## config.mk

```make
export PLATFORM = sky130hd
export DESIGN_NAME = weighted_target_select_hysteresis
export DESIGN_NICKNAME = d
export VERILOG_FILES = /design/src/wtsh_pkg.sv /design/src/wtsh_front.sv /design/src/wtsh_queue.sv /design/src/wtsh_arith.sv /design/src/wtsh_back.sv /design/src/weighted_target_select_hysteresis.sv
export SDC_FILE = /design/constraint.sdc
export NUM_CORES = 2
export LEC_CHECK = 0
export BUFFER_PORTS_ARGS = -buffer_cell sky130_fd_sc_hd__buf_2
export CORE_UTILIZATION = 30
export DETAILED_ROUTE_END_ITERATION = 12
export HOLD_SLACK_MARGIN = 0.12
export SLEW_MARGIN = 10
export SYNTH_ARGS = -nofsm -noshare
export SYNTH_HDL_FRONTEND = slang
export SYNTH_SLANG_ARGS = --single-unit
```

## constraint.sdc

```tcl
create_clock -name clk -period 34.3 [get_ports clk]
set_clock_uncertainty 0.1 [all_clocks]
set_input_delay 1.715 -clock clk [delete_from_list [all_inputs] [get_ports clk]]
set_output_delay 1.715 -clock clk [all_outputs]
set_load 0.03 [all_outputs]
```

## src/wtsh_pkg.sv

```systemverilog
`default_nettype none
package wtsh_pkg;

	// candidates scored per frame, the rest only close the frame
	localparam int MAX_CAND = 16;
	localparam int SEEN_W = $clog2(MAX_CAND + 1);
	localparam int IDX_W = 6;

	// depth of the queue between front and back
	localparam int Q_DEPTH = 2;
	localparam int Q_PTR_W = $clog2(Q_DEPTH);

	// image centre in hundredths of a pixel
	localparam logic [15:0] CX0 = 16'd32000;
	localparam logic [15:0] CY0 = 16'd24000;
	// rounding and scale of the centre distance (400 px in hundredths, Q16 root)
	localparam logic [32:0] RND_C = 33'd20000;
	localparam logic [15:0] DIV_C = 16'd40000;
	localparam logic [16:0] ONE_Q16 = 17'd65536;
	// x / 10 as multiply by reciprocal, exact over 16 bits
	localparam logic [15:0] TEN_RECIP = 16'd52429;
	localparam int TEN_SHIFT = 19;

	// iteration counts of the shared root and divide unit
	localparam logic [5:0] SQRT_STEPS = 6'd32;
	localparam logic [5:0] DIV_STEPS = 6'd17;

	typedef enum logic [2:0] {
		CFG_W_CENTER = 3'd0,
		CFG_W_DISTANCE = 3'd1,
		CFG_W_STABILITY = 3'd2,
		CFG_MARGIN = 3'd3,
		CFG_CAP = 3'd4,
		CFG_RANGE_LIM = 3'd5,
		CFG_TIMEOUT = 3'd6
	} cfg_idx_t;

	typedef struct packed {
		logic [15:0] wt_ctr;
		logic [15:0] wt_dist;
		logic [15:0] wt_stab;
		logic [15:0] margin;
		logic [7:0] cap;
		logic [15:0] lim;
		logic [15:0] timeout;
	} cfg_t;

	// classified word handed from front to back
	typedef struct packed {
		logic kind;
		logic last;
		logic [15:0] cx;
		logic [15:0] cy;
		logic [15:0] rng;
		logic [31:0] now;
		logic [15:0] tag;
	} fe_word_t;

	typedef struct packed {
		logic start;
		logic sqrt_mode;
		logic [32:0] opnd;
		logic [15:0] divisor;
	} ar_req_t;

	typedef struct packed {
		logic busy;
		logic done;
		logic [31:0] res;
	} ar_rsp_t;

	typedef enum logic [4:0] {
		B_IDLE,
		B_CLASS,
		B_SQX,
		B_SQY,
		B_RT_GO,
		B_RT_W,
		B_DC_GO,
		B_DC_W,
		B_DN_GO,
		B_DN_W,
		B_DS_GO,
		B_DS_W,
		B_MC,
		B_MD,
		B_MS,
		B_CMP,
		B_FINAL,
		B_EMIT
	} bk_state_t;

endpackage
`default_nettype wire

```

## src/wtsh_front.sv

```systemverilog
`default_nettype none
module wtsh_front import wtsh_pkg::*; (
	input wire logic in_valid,
	output logic in_ready,
	input wire logic kind,
	input wire logic [15:0] center_x,
	input wire logic [15:0] center_y,
	input wire logic [15:0] range_mm,
	input wire logic last_in_frame,
	input wire logic [31:0] frame_time_ms,
	input wire logic q_full,
	output logic q_push,
	output fe_word_t q_word
);

	logic [31:0] recip_prod;

	// tag = floor(x / 10) + y, by reciprocal
	assign recip_prod = center_x * TEN_RECIP;

	assign in_ready = !q_full;
	assign q_push = in_valid && in_ready;

	always_comb begin
		q_word.kind = kind;
		q_word.last = last_in_frame;
		q_word.cx = center_x;
		q_word.cy = center_y;
		q_word.rng = range_mm;
		q_word.now = frame_time_ms;
		q_word.tag = 16'(recip_prod >> TEN_SHIFT) + center_y;
	end

endmodule
`default_nettype wire

```

## src/wtsh_queue.sv

```systemverilog
`default_nettype none
module wtsh_queue import wtsh_pkg::*; (
	input wire logic clk,
	input wire logic arst_n,
	input wire logic push,
	input fe_word_t push_word,
	output logic full,
	input wire logic pop,
	output logic not_empty,
	output fe_word_t head
);

	fe_word_t slot_q [Q_DEPTH];
	logic [Q_PTR_W-1:0] wptr_q, rptr_q;
	logic [Q_PTR_W:0] cnt_q;

	assign full = (cnt_q == (Q_PTR_W+1)'(Q_DEPTH));
	assign not_empty = (cnt_q != '0);
	assign head = slot_q[rptr_q];

	// storage
	always_ff @(posedge clk) begin
		if (push) begin
			slot_q[wptr_q] <= push_word;
		end
	end

	// pointers and fill count
	always_ff @(posedge clk or negedge arst_n) begin
		if (!arst_n) begin
			wptr_q <= '0;
			rptr_q <= '0;
			cnt_q <= '0;
		end else begin
			if (push) begin
				wptr_q <= wptr_q + 1'b1;
			end
			if (pop) begin
				rptr_q <= rptr_q + 1'b1;
			end
			if (push && !pop) begin
				cnt_q <= cnt_q + 1'b1;
			end else if (pop && !push) begin
				cnt_q <= cnt_q - 1'b1;
			end
		end
	end

endmodule
`default_nettype wire

```

## src/wtsh_arith.sv

```systemverilog
`default_nettype none
module wtsh_arith import wtsh_pkg::*; (
	input wire logic clk,
	input wire logic arst_n,
	input ar_req_t req,
	output ar_rsp_t rsp
);

	logic [34:0] rem_q, rem_sh, trial, diff;
	logic [31:0] acc_q, rad_q;
	logic [15:0] div_q;
	logic [5:0] cnt_q;
	logic sqrt_q, busy_q, done_q, ge;

	// one step: two radicand bits for the root, one numerator bit for the divide
	always_comb begin
		if (sqrt_q) begin
			rem_sh = {rem_q[32:0], rad_q[31:30]};
			trial = {1'b0, acc_q, 2'b01};
		end else begin
			rem_sh = {rem_q[33:0], rad_q[31]};
			trial = {19'd0, div_q};
		end
		ge = (rem_sh >= trial);
		diff = rem_sh - trial;
	end

	assign rsp.busy = busy_q;
	assign rsp.done = done_q;
	assign rsp.res = acc_q;

	// datapath
	always_ff @(posedge clk) begin
		if (req.start) begin
			sqrt_q <= req.sqrt_mode;
			div_q <= req.divisor;
			acc_q <= '0;
			if (req.sqrt_mode) begin
				rem_q <= '0;
				rad_q <= req.opnd[31:0];
			end else begin
				// top bits are below the divisor, so the quotient fits 17 bits
				rem_q <= {19'd0, req.opnd[32:17]};
				rad_q <= {req.opnd[16:0], 15'd0};
			end
		end else if (busy_q) begin
			rem_q <= ge ? diff : rem_sh;
			acc_q <= {acc_q[30:0], ge};
			rad_q <= sqrt_q ? {rad_q[29:0], 2'b00} : {rad_q[30:0], 1'b0};
		end
	end

	// step control
	always_ff @(posedge clk or negedge arst_n) begin
		if (!arst_n) begin
			busy_q <= 1'b0;
			done_q <= 1'b0;
			cnt_q <= '0;
		end else begin
			done_q <= 1'b0;
			if (req.start) begin
				busy_q <= 1'b1;
				cnt_q <= req.sqrt_mode ? SQRT_STEPS : DIV_STEPS;
			end else if (busy_q) begin
				cnt_q <= cnt_q - 1'b1;
				if (cnt_q == 6'd1) begin
					busy_q <= 1'b0;
					done_q <= 1'b1;
				end
			end
		end
	end

`ifndef SYNTH
	a_no_start_busy: assert property (@(posedge clk) disable iff (!arst_n)
		req.start |-> !busy_q) else $error("start while busy");
	a_done_idle: assert property (@(posedge clk) disable iff (!arst_n)
		done_q |-> !busy_q) else $error("done while busy");
	a_idle_count: assert property (@(posedge clk) disable iff (!arst_n)
		!busy_q |-> cnt_q == '0) else $error("step count left over");
`endif

endmodule
`default_nettype wire

```

## src/wtsh_back.sv

```systemverilog
`default_nettype none
module wtsh_back import wtsh_pkg::*; (
	input wire logic clk,
	input wire logic arst_n,
	input cfg_t cfg,
	input wire logic q_valid,
	input fe_word_t q_word,
	output logic q_pop,
	output ar_req_t ar_req,
	input ar_rsp_t ar_rsp,
	output logic out_valid,
	input wire logic out_ready,
	output logic target_valid,
	output logic [5:0] target_index,
	output logic [15:0] target_tag,
	output logic [21:0] target_score,
	output logic [15:0] frames_tracked
);

	bk_state_t st_q, st_d;
	fe_word_t cur_q;
	logic cur_hold_q;
	logic [34:0] acc_q, acc_rnd;
	logic [16:0] sc_q, sn_q, ss_q;
	logic holding_q;
	logic [15:0] held_tag_q, held_frames_q, frames_next;
	logic [31:0] prev_time_q, gap;
	logic [21:0] run_best_q, score;
	logic [IDX_W-1:0] run_idx_q;
	logic [15:0] run_tag_q;
	logic [SEEN_W-1:0] seen_q;
	logic pend_v_q;
	logic [IDX_W-1:0] pend_idx_q;
	logic [15:0] pend_tag_q, pend_fr_q;
	logic [21:0] pend_score_q;
	logic out_valid_q, out_load;
	logic [15:0] dx_abs, dy_abs, frames_eff, rng_min;
	logic [7:0] stab_s;
	logic [16:0] mult_a, mult_b;
	logic [33:0] prod;
	logic [22:0] bar;
	logic win, is_cur, seen_full;

	// centre offsets, clamped stability and range, held-tag match and candidate limit
	always_comb begin
		dx_abs = (cur_q.cx >= CX0) ? cur_q.cx - CX0 : CX0 - cur_q.cx;
		dy_abs = (cur_q.cy >= CY0) ? cur_q.cy - CY0 : CY0 - cur_q.cy;
		frames_eff = cur_hold_q ? held_frames_q : 16'd0;
		stab_s = (frames_eff < {8'd0, cfg.cap}) ? frames_eff[7:0] : cfg.cap;
		rng_min = (cur_q.rng < cfg.lim) ? cur_q.rng : cfg.lim;
		is_cur = holding_q && (q_word.tag == held_tag_q);
		seen_full = (seen_q >= SEEN_W'(MAX_CAND));
	end

	// shared multiplier
	always_comb begin
		case (st_q)
			B_SQX: begin
				mult_a = {1'b0, dx_abs};
				mult_b = {1'b0, dx_abs};
			end
			B_SQY: begin
				mult_a = {1'b0, dy_abs};
				mult_b = {1'b0, dy_abs};
			end
			B_MC: begin
				mult_a = {1'b0, cfg.wt_ctr};
				mult_b = sc_q;
			end
			B_MD: begin
				mult_a = {1'b0, cfg.wt_dist};
				mult_b = sn_q;
			end
			B_MS: begin
				mult_a = {1'b0, cfg.wt_stab};
				mult_b = ss_q;
			end
			default: begin
				mult_a = '0;
				mult_b = '0;
			end
		endcase
		prod = mult_a * mult_b;
	end

	// rounded score and the bar it must beat, frame gap and next tracked-frame count
	always_comb begin
		acc_rnd = acc_q + 35'd2048;
		score = acc_rnd[33:12];
		bar = {1'b0, run_best_q} + ((!cur_hold_q && holding_q) ? {7'd0, cfg.margin} : 23'd0);
		win = (seen_q == '0) || ({1'b0, score} > bar);
		gap = cur_q.now - prev_time_q;
		if (holding_q && (run_tag_q == held_tag_q)) begin
			frames_next = (held_frames_q != 16'hFFFF) ? held_frames_q + 1'b1 : held_frames_q;
		end else begin
			frames_next = 16'd1;
		end
	end

	assign out_load = (st_q == B_EMIT) && (!out_valid_q || out_ready);

	// next state
	always_comb begin
		st_d = st_q;
		case (st_q)
			B_IDLE: if (q_valid) st_d = B_CLASS;
			B_CLASS: begin
				if (cur_q.kind) begin
					st_d = B_EMIT;
				end else if (seen_full) begin
					st_d = cur_q.last ? B_FINAL : B_IDLE;
				end else begin
					st_d = B_SQX;
				end
			end
			B_SQX: st_d = B_SQY;
			B_SQY: st_d = B_RT_GO;
			B_RT_GO: st_d = B_RT_W;
			B_RT_W: if (ar_rsp.done) st_d = B_DC_GO;
			B_DC_GO: st_d = B_DC_W;
			B_DC_W: if (ar_rsp.done) st_d = B_DN_GO;
			B_DN_GO: st_d = B_DN_W;
			B_DN_W: if (ar_rsp.done) st_d = B_DS_GO;
			B_DS_GO: st_d = B_DS_W;
			B_DS_W: if (ar_rsp.done) st_d = B_MC;
			B_MC: st_d = B_MD;
			B_MD: st_d = B_MS;
			B_MS: st_d = B_CMP;
			B_CMP: st_d = cur_q.last ? B_FINAL : B_IDLE;
			B_FINAL: st_d = B_EMIT;
			B_EMIT: if (out_load) st_d = B_IDLE;
			default: st_d = B_IDLE;
		endcase
	end

	// state outputs: queue pop and unit requests
	always_comb begin
		q_pop = 1'b0;
		ar_req.start = 1'b0;
		ar_req.sqrt_mode = 1'b0;
		ar_req.opnd = '0;
		ar_req.divisor = '0;
		case (st_q)
			B_IDLE: q_pop = q_valid;
			B_RT_GO: begin
				ar_req.start = 1'b1;
				ar_req.sqrt_mode = 1'b1;
				ar_req.opnd = {1'b0, acc_q[31:0]};
			end
			B_DC_GO: begin
				ar_req.start = 1'b1;
				ar_req.opnd = {1'b0, acc_q[31:0]} + RND_C;
				ar_req.divisor = DIV_C;
			end
			B_DN_GO: begin
				ar_req.start = 1'b1;
				ar_req.opnd = {1'b0, rng_min, 16'd0} + {17'd0, 1'b0, cfg.lim[15:1]};
				ar_req.divisor = cfg.lim;
			end
			B_DS_GO: begin
				ar_req.start = 1'b1;
				ar_req.opnd = {9'd0, stab_s, 16'd0} + {26'd0, cfg.cap[7:1]};
				ar_req.divisor = {8'd0, cfg.cap};
			end
			default: begin
			end
		endcase
	end

	// datapath registers
	always_ff @(posedge clk) begin
		if (q_pop) begin
			cur_q <= q_word;
			cur_hold_q <= is_cur;
		end
		case (st_q)
			B_SQX: acc_q <= {1'b0, prod};
			B_SQY: acc_q <= acc_q + {1'b0, prod};
			B_RT_W: if (ar_rsp.done) acc_q <= {3'd0, ar_rsp.res};
			B_MC: acc_q <= {1'b0, prod};
			B_MD: acc_q <= acc_q + {1'b0, prod};
			B_MS: acc_q <= acc_q + {1'b0, prod};
			default: begin
			end
		endcase
		// centre score saturates at zero
		if (st_q == B_DC_W && ar_rsp.done) begin
			sc_q <= (ar_rsp.res > {15'd0, ONE_Q16}) ? 17'd0 : ONE_Q16 - ar_rsp.res[16:0];
		end
		// invalid range or zero limit gives no nearness
		if (st_q == B_DN_W && ar_rsp.done) begin
			sn_q <= (cur_q.rng == '0 || cfg.lim == '0) ? 17'd0 : ONE_Q16 - ar_rsp.res[16:0];
		end
		// zero cap counts as fully stable
		if (st_q == B_DS_W && ar_rsp.done) begin
			ss_q <= (cfg.cap == '0) ? ONE_Q16 : ar_rsp.res[16:0];
		end
		if (out_load) begin
			target_valid <= pend_v_q;
			target_index <= pend_idx_q;
			target_tag <= pend_tag_q;
			target_score <= pend_score_q;
			frames_tracked <= pend_fr_q;
		end
	end

	// frame and target state
	always_ff @(posedge clk or negedge arst_n) begin
		if (!arst_n) begin
			st_q <= B_IDLE;
			holding_q <= 1'b0;
			held_tag_q <= '0;
			held_frames_q <= '0;
			prev_time_q <= '0;
			run_best_q <= '0;
			run_idx_q <= '0;
			run_tag_q <= '0;
			seen_q <= '0;
			pend_v_q <= 1'b0;
			pend_idx_q <= '0;
			pend_tag_q <= '0;
			pend_score_q <= '0;
			pend_fr_q <= '0;
			out_valid_q <= 1'b0;
		end else begin
			st_q <= st_d;
			if (out_load) begin
				out_valid_q <= 1'b1;
			end else if (out_ready) begin
				out_valid_q <= 1'b0;
			end
			case (st_q)
				// empty frame: drop open frame, check the gap
				B_CLASS: begin
					if (cur_q.kind) begin
						run_best_q <= '0;
						run_idx_q <= '0;
						run_tag_q <= '0;
						seen_q <= '0;
						if (holding_q && gap > {16'd0, cfg.timeout}) begin
							holding_q <= 1'b0;
							held_tag_q <= '0;
							held_frames_q <= '0;
						end
						prev_time_q <= cur_q.now;
						pend_v_q <= 1'b0;
						pend_idx_q <= '0;
						pend_tag_q <= '0;
						pend_score_q <= '0;
						pend_fr_q <= '0;
					end
				end
				B_CMP: begin
					if (win) begin
						run_best_q <= score;
						run_idx_q <= IDX_W'(seen_q);
						run_tag_q <= cur_q.tag;
					end
					seen_q <= seen_q + 1'b1;
				end
				// close the frame: keep or switch
				B_FINAL: begin
					holding_q <= 1'b1;
					held_tag_q <= run_tag_q;
					held_frames_q <= frames_next;
					prev_time_q <= cur_q.now;
					pend_v_q <= 1'b1;
					pend_idx_q <= run_idx_q;
					pend_tag_q <= run_tag_q;
					pend_score_q <= run_best_q;
					pend_fr_q <= frames_next;
					run_best_q <= '0;
					run_idx_q <= '0;
					run_tag_q <= '0;
					seen_q <= '0;
				end
				default: begin
				end
			endcase
		end
	end

	assign out_valid = out_valid_q;

`ifndef SYNTH
	a_seen_bound: assert property (@(posedge clk) disable iff (!arst_n)
		seen_q <= SEEN_W'(MAX_CAND)) else $error("candidate count overrun");
	a_empty_zero: assert property (@(posedge clk) disable iff (!arst_n)
		out_valid_q && !target_valid |-> target_index == '0 && target_tag == '0
		&& target_score == '0 && frames_tracked == '0) else $error("empty word not zero");
	a_hold_match: assert property (@(posedge clk) disable iff (!arst_n)
		out_load && pend_v_q |=> holding_q && held_tag_q == target_tag)
		else $error("held tag differs from emitted tag");
`endif

endmodule
`default_nettype wire

```

## src/weighted_target_select_hysteresis.sv

```systemverilog
`default_nettype none
// channel  direction  handshake             payload
// in       input      in_valid/in_ready     kind, center_x, center_y, range_mm,
//                                           last_in_frame, frame_time_ms
// out      output     out_valid/out_ready   target_valid, target_index, target_tag,
//                                           target_score, frames_tracked
// cfg      input      cfg_we                cfg_index, cfg_data
//
// a candidate's time in the back end is set by the shared
// root/divide unit: 32 root steps and three 17-step divides, plus squares and weighting
// an empty-frame word goes from classification straight to the result register
// a two-word queue sits between front and back end, so input is taken while the back end works
// the result register holds one word; the back end stalls only when a second is ready
// reset clears target state and restores register defaults, no clearing pass
module weighted_target_select_hysteresis import wtsh_pkg::*; (
	input wire logic clk,
	input wire logic arst_n,
	input wire logic in_valid,
	output logic in_ready,
	input wire logic kind,
	input wire logic [15:0] center_x,
	input wire logic [15:0] center_y,
	input wire logic [15:0] range_mm,
	input wire logic last_in_frame,
	input wire logic [31:0] frame_time_ms,
	output logic out_valid,
	input wire logic out_ready,
	output logic target_valid,
	output logic [5:0] target_index,
	output logic [15:0] target_tag,
	output logic [21:0] target_score,
	output logic [15:0] frames_tracked,
	input wire logic cfg_we,
	input wire logic [2:0] cfg_index,
	input wire logic [15:0] cfg_data
);

	cfg_t cfg_q;
	fe_word_t push_word, head;
	logic q_full, q_push, q_pop, q_valid;
	ar_req_t ar_req;
	ar_rsp_t ar_rsp;

	// configuration registers
	always_ff @(posedge clk or negedge arst_n) begin
		if (!arst_n) begin
			cfg_q.wt_ctr <= 16'd4096;
			cfg_q.wt_dist <= 16'd4096;
			cfg_q.wt_stab <= 16'd4096;
			cfg_q.margin <= 16'd6554;
			cfg_q.cap <= 8'd30;
			cfg_q.lim <= 16'd8000;
			cfg_q.timeout <= 16'd200;
		end else if (cfg_we) begin
			case (cfg_index)
				CFG_W_CENTER: cfg_q.wt_ctr <= cfg_data;
				CFG_W_DISTANCE: cfg_q.wt_dist <= cfg_data;
				CFG_W_STABILITY: cfg_q.wt_stab <= cfg_data;
				CFG_MARGIN: cfg_q.margin <= cfg_data;
				CFG_CAP: cfg_q.cap <= cfg_data[7:0];
				CFG_RANGE_LIM: cfg_q.lim <= cfg_data;
				CFG_TIMEOUT: cfg_q.timeout <= cfg_data;
				default: begin
				end
			endcase
		end
	end

	wtsh_front u_front (
		.in_valid(in_valid),
		.in_ready(in_ready),
		.kind(kind),
		.center_x(center_x),
		.center_y(center_y),
		.range_mm(range_mm),
		.last_in_frame(last_in_frame),
		.frame_time_ms(frame_time_ms),
		.q_full(q_full),
		.q_push(q_push),
		.q_word(push_word)
	);

	wtsh_queue u_queue (
		.clk(clk),
		.arst_n(arst_n),
		.push(q_push),
		.push_word(push_word),
		.full(q_full),
		.pop(q_pop),
		.not_empty(q_valid),
		.head(head)
	);

	wtsh_arith u_arith (
		.clk(clk),
		.arst_n(arst_n),
		.req(ar_req),
		.rsp(ar_rsp)
	);

	wtsh_back u_back (
		.clk(clk),
		.arst_n(arst_n),
		.cfg(cfg_q),
		.q_valid(q_valid),
		.q_word(head),
		.q_pop(q_pop),
		.ar_req(ar_req),
		.ar_rsp(ar_rsp),
		.out_valid(out_valid),
		.out_ready(out_ready),
		.target_valid(target_valid),
		.target_index(target_index),
		.target_tag(target_tag),
		.target_score(target_score),
		.frames_tracked(frames_tracked)
	);

endmodule
`default_nettype wire
```

==> results.ini <==
[status]
status=completed

[die]
design.die.area_um2=193000
ios=169
rows=160
fp.dieW_um=440
die_h_um=440
design.core.area_um2=190000
start_util_pct=30.2

[yosys]
async_flop_share_pct=34.7
synth.avg_cell_area_um2=10.7
synthMuxAreaShare_pct=6.25
synth-xor-area-share_pct=4.28
ys_types=91
synth_top_family_by_area=adder cells
synth-seq-area-share_pct=41.4
netlist_instances=5354
synth_seq_cells=850
netlist_area_um2=57400
synth_compound_area_share_pct=12.3
synth_adder_area_share_pct=19.9
yosys.area_share.simple_pct=10.9
synth_nets=6195
synth_edf_count=523
ys.warnings.count=0
synthFlopType=edfxtp_1

[grt]
antenna_found_initial=19
track_usage_pct=17.0
grt_max_degree=83
grt_pass1_wl_um=254000
overflow=0
first_global_vias=41100

[place]
place_area_um2=61100
io_buffers=167
gp_congestion=0.938
dp_hpwl_um=127000

[sta]
post-route-period-util_pct=33.8
grt_setup_unrepaired=no
slew_headroom_pct=28.6
finalSetupViolCount=0
fmax_mhz=86.2
whs_ps=345
hold_violations=0
worst_pin_slew_ps=1070
tns_ps=0
final_max_slew_viol_count=0
fin_crit_ps=11600

[final_layout]
final_common_cell=inv_1
final_cell_mix=inv_1, edfxtp_1, nand2_1
regArea_um2=23800
final_area_um2=64600
utilization_pct=33.9
syn2layout_area_growth_pct=12.4
multi_input_area_um2=30900
nets=6299
drive_gt1_share_pct=12.8
nFillCells=19000

[drt]
drtPass1Iterations=6
drtAntennaViolNets=0
drt-initial-drc-count=3282
totalWireLength_um=166000
drc_errors=0
wl_per_cell_um=20.6
vias=41000
routed_via_density=5.09

[clocking]
htree_num_levels=3
cts_hold_buf=0
cts_buffer_depth=3
clk_latency_ps=720
ctsResizeCount=0
post_cts_buffers=0
cts_root_buffer=clkbuf_16
clock-sinks=850
cts_tree=built
clkTransAtPathRegs_ps=60
cts_made_buffers=94

[setup_path]
cp_slowest_cell=a21oi_1
path_class=reg2reg
crit_fanout=14
rr_worst_depth=39
critPathMaxStageDelay_ps=830
r2r_start=u_back.cur_q[70]
crit_path_start_kind=flip-flop
rr_endpoint=u_back.acc_q[33]
crit_arrival_ps=11920
r2r_setup_slack_ps=22700
crit_top_cell=fa_1
end_kind=flip-flop
cp.required_ps=34610

[worst_hold_path]
hold_path_end=u_back.frames_tracked[5]
holdPathStages=0
worstHoldPathType=reg2reg
min_from=u_back.pend_fr_q[5]

[flow_run]
max_cap_violations=0

[pwr]
p_per_area_nw_per_um2=93.4
irDropWorstVdd_uv=104
finalPower_mw=6.03
power_leakage_nw=27.6

flip-flops by register name, indices dropped and copies added (netlist names), 6 cells and up:
name	count
u_back.ss_q	17
u_back.run_tag_q	16
u_queue.slot_q	196
u_back.run_best_q	22
u_back.sc_q	17
u_back.cur_q	98
u_back.pend_fr_q	16
u_back.pend_score_q	22
u_back.prev_time_q	32
u_arith.acc_q	32
u_arith.cnt_q	6
u_back.target_score	22
u_back.acc_q	34
u_back.target_tag	16
u_back.held_frames_q	16
u_arith.div_q	16
u_back.frames_tracked	16
u_arith.rem_q	34
cfg_q	104
u_back.sn_q	17
u_arith.rad_q	32
u_back.held_tag_q	16
u_back.pend_tag_q	16
synth_stat cells, types with 118 or more instances:
library cell / number / area, um2
a21oi_1: 227 / 1140
clkbuf_1: 167 / 627
dfrtp_1: 272 / 6810
edfxtp_1: 523 / 15700
fa_1: 294 / 5890
ha_1: 441 / 5520
inv_1: 542 / 2030
mux2_2: 231 / 2600
nand2_1: 479 / 1800
nor2_1: 367 / 1380
o21ai_0: 225 / 1130
xnor2_1: 163 / 1430
xor2_1: 118 / 1030
per-stage QoR:
stage                     setup slack [ps]  std cells
after floorplan                      22420       5354
after global placement               22910       7873
after detailed placement             22710       7873
after CTS                            22650       8051
after global routing                 21930       8054
final                                22700       8057
layer usage:
| metal | global-route usage [%] | wire [um] | vias to the layer above |
|---|---|---|---|
| met4 | 5.80 | 6010 | 0 |
| met2 | 27.9 | 77800 | 1220 |
| li1 | - | - | 19100 |
| met1 | 23.0 | 73600 | 20500 |
| met5 | 0 | 0 | - |
| met3 | 2.17 | 8790 | 240 |
worst max path at each step:
stage | from | to | cells after the start
floorplan | u_back.st_q[4] | u_queue.cnt_q[1] | 8
global placement | u_back.cur_q[70] | u_back.acc_q[33] | 39
detailed placement | u_back.cur_q[70] | u_back.acc_q[33] | 39
CTS | u_back.cur_q[70] | u_back.acc_q[33] | 39
global route | u_back.cur_q[70] | u_back.acc_q[33] | 39
finish | u_back.cur_q[70] | u_back.acc_q[33] | 39
cell type report:
class | count | area share [%]
Multi-Input combinational cell | 3750 | 47.9
Sequential cell | 850 | 36.8
Tap cell | 2511 | 4.87
Clock buffer | 124 | 4.06
Inverter | 543 | 3.16
Timing Repair Buffer | 219 | 1.92
Clock inverter | 54 | 1.23
Antenna cell | 6 | 0.0233
cell families (layout without fill, tap and decap cells):
kind of cell	after synthesis	after routing
other	1	7
multiplexers	330	330
adder cells (fa/ha/maj)	735	735
flip-flops	850	850
AO/OA/AOI/OAI	1048	1048
buffers and inverters	754	940
XOR/XNOR	281	281
AND/OR/NAND/NOR	1355	1355
critical path: cells and delay by family, from the launching register on:
family / cells / cell delay [ps]
xor gates and xnor gates: 3 / 490
and+or+nand+nor: 9 / 2170
buffers and inverters: 4 / 200
DFF: 1 / 470
adders and majority gates: 9 / 4060
AOI/OAI and AO/OA: 14 / 3820
power by group:
group / total [mW] / switching [mW] / internal (mW)
registers: 1.76 / 0.224 / 1.54
clock network: 1.11 / 0.452 / 0.658
logic: 3.15 / 1.94 / 1.21
total: 6.03 / 2.62 / 3.41
No activity file was read; power rests on OpenSTA's default activity.
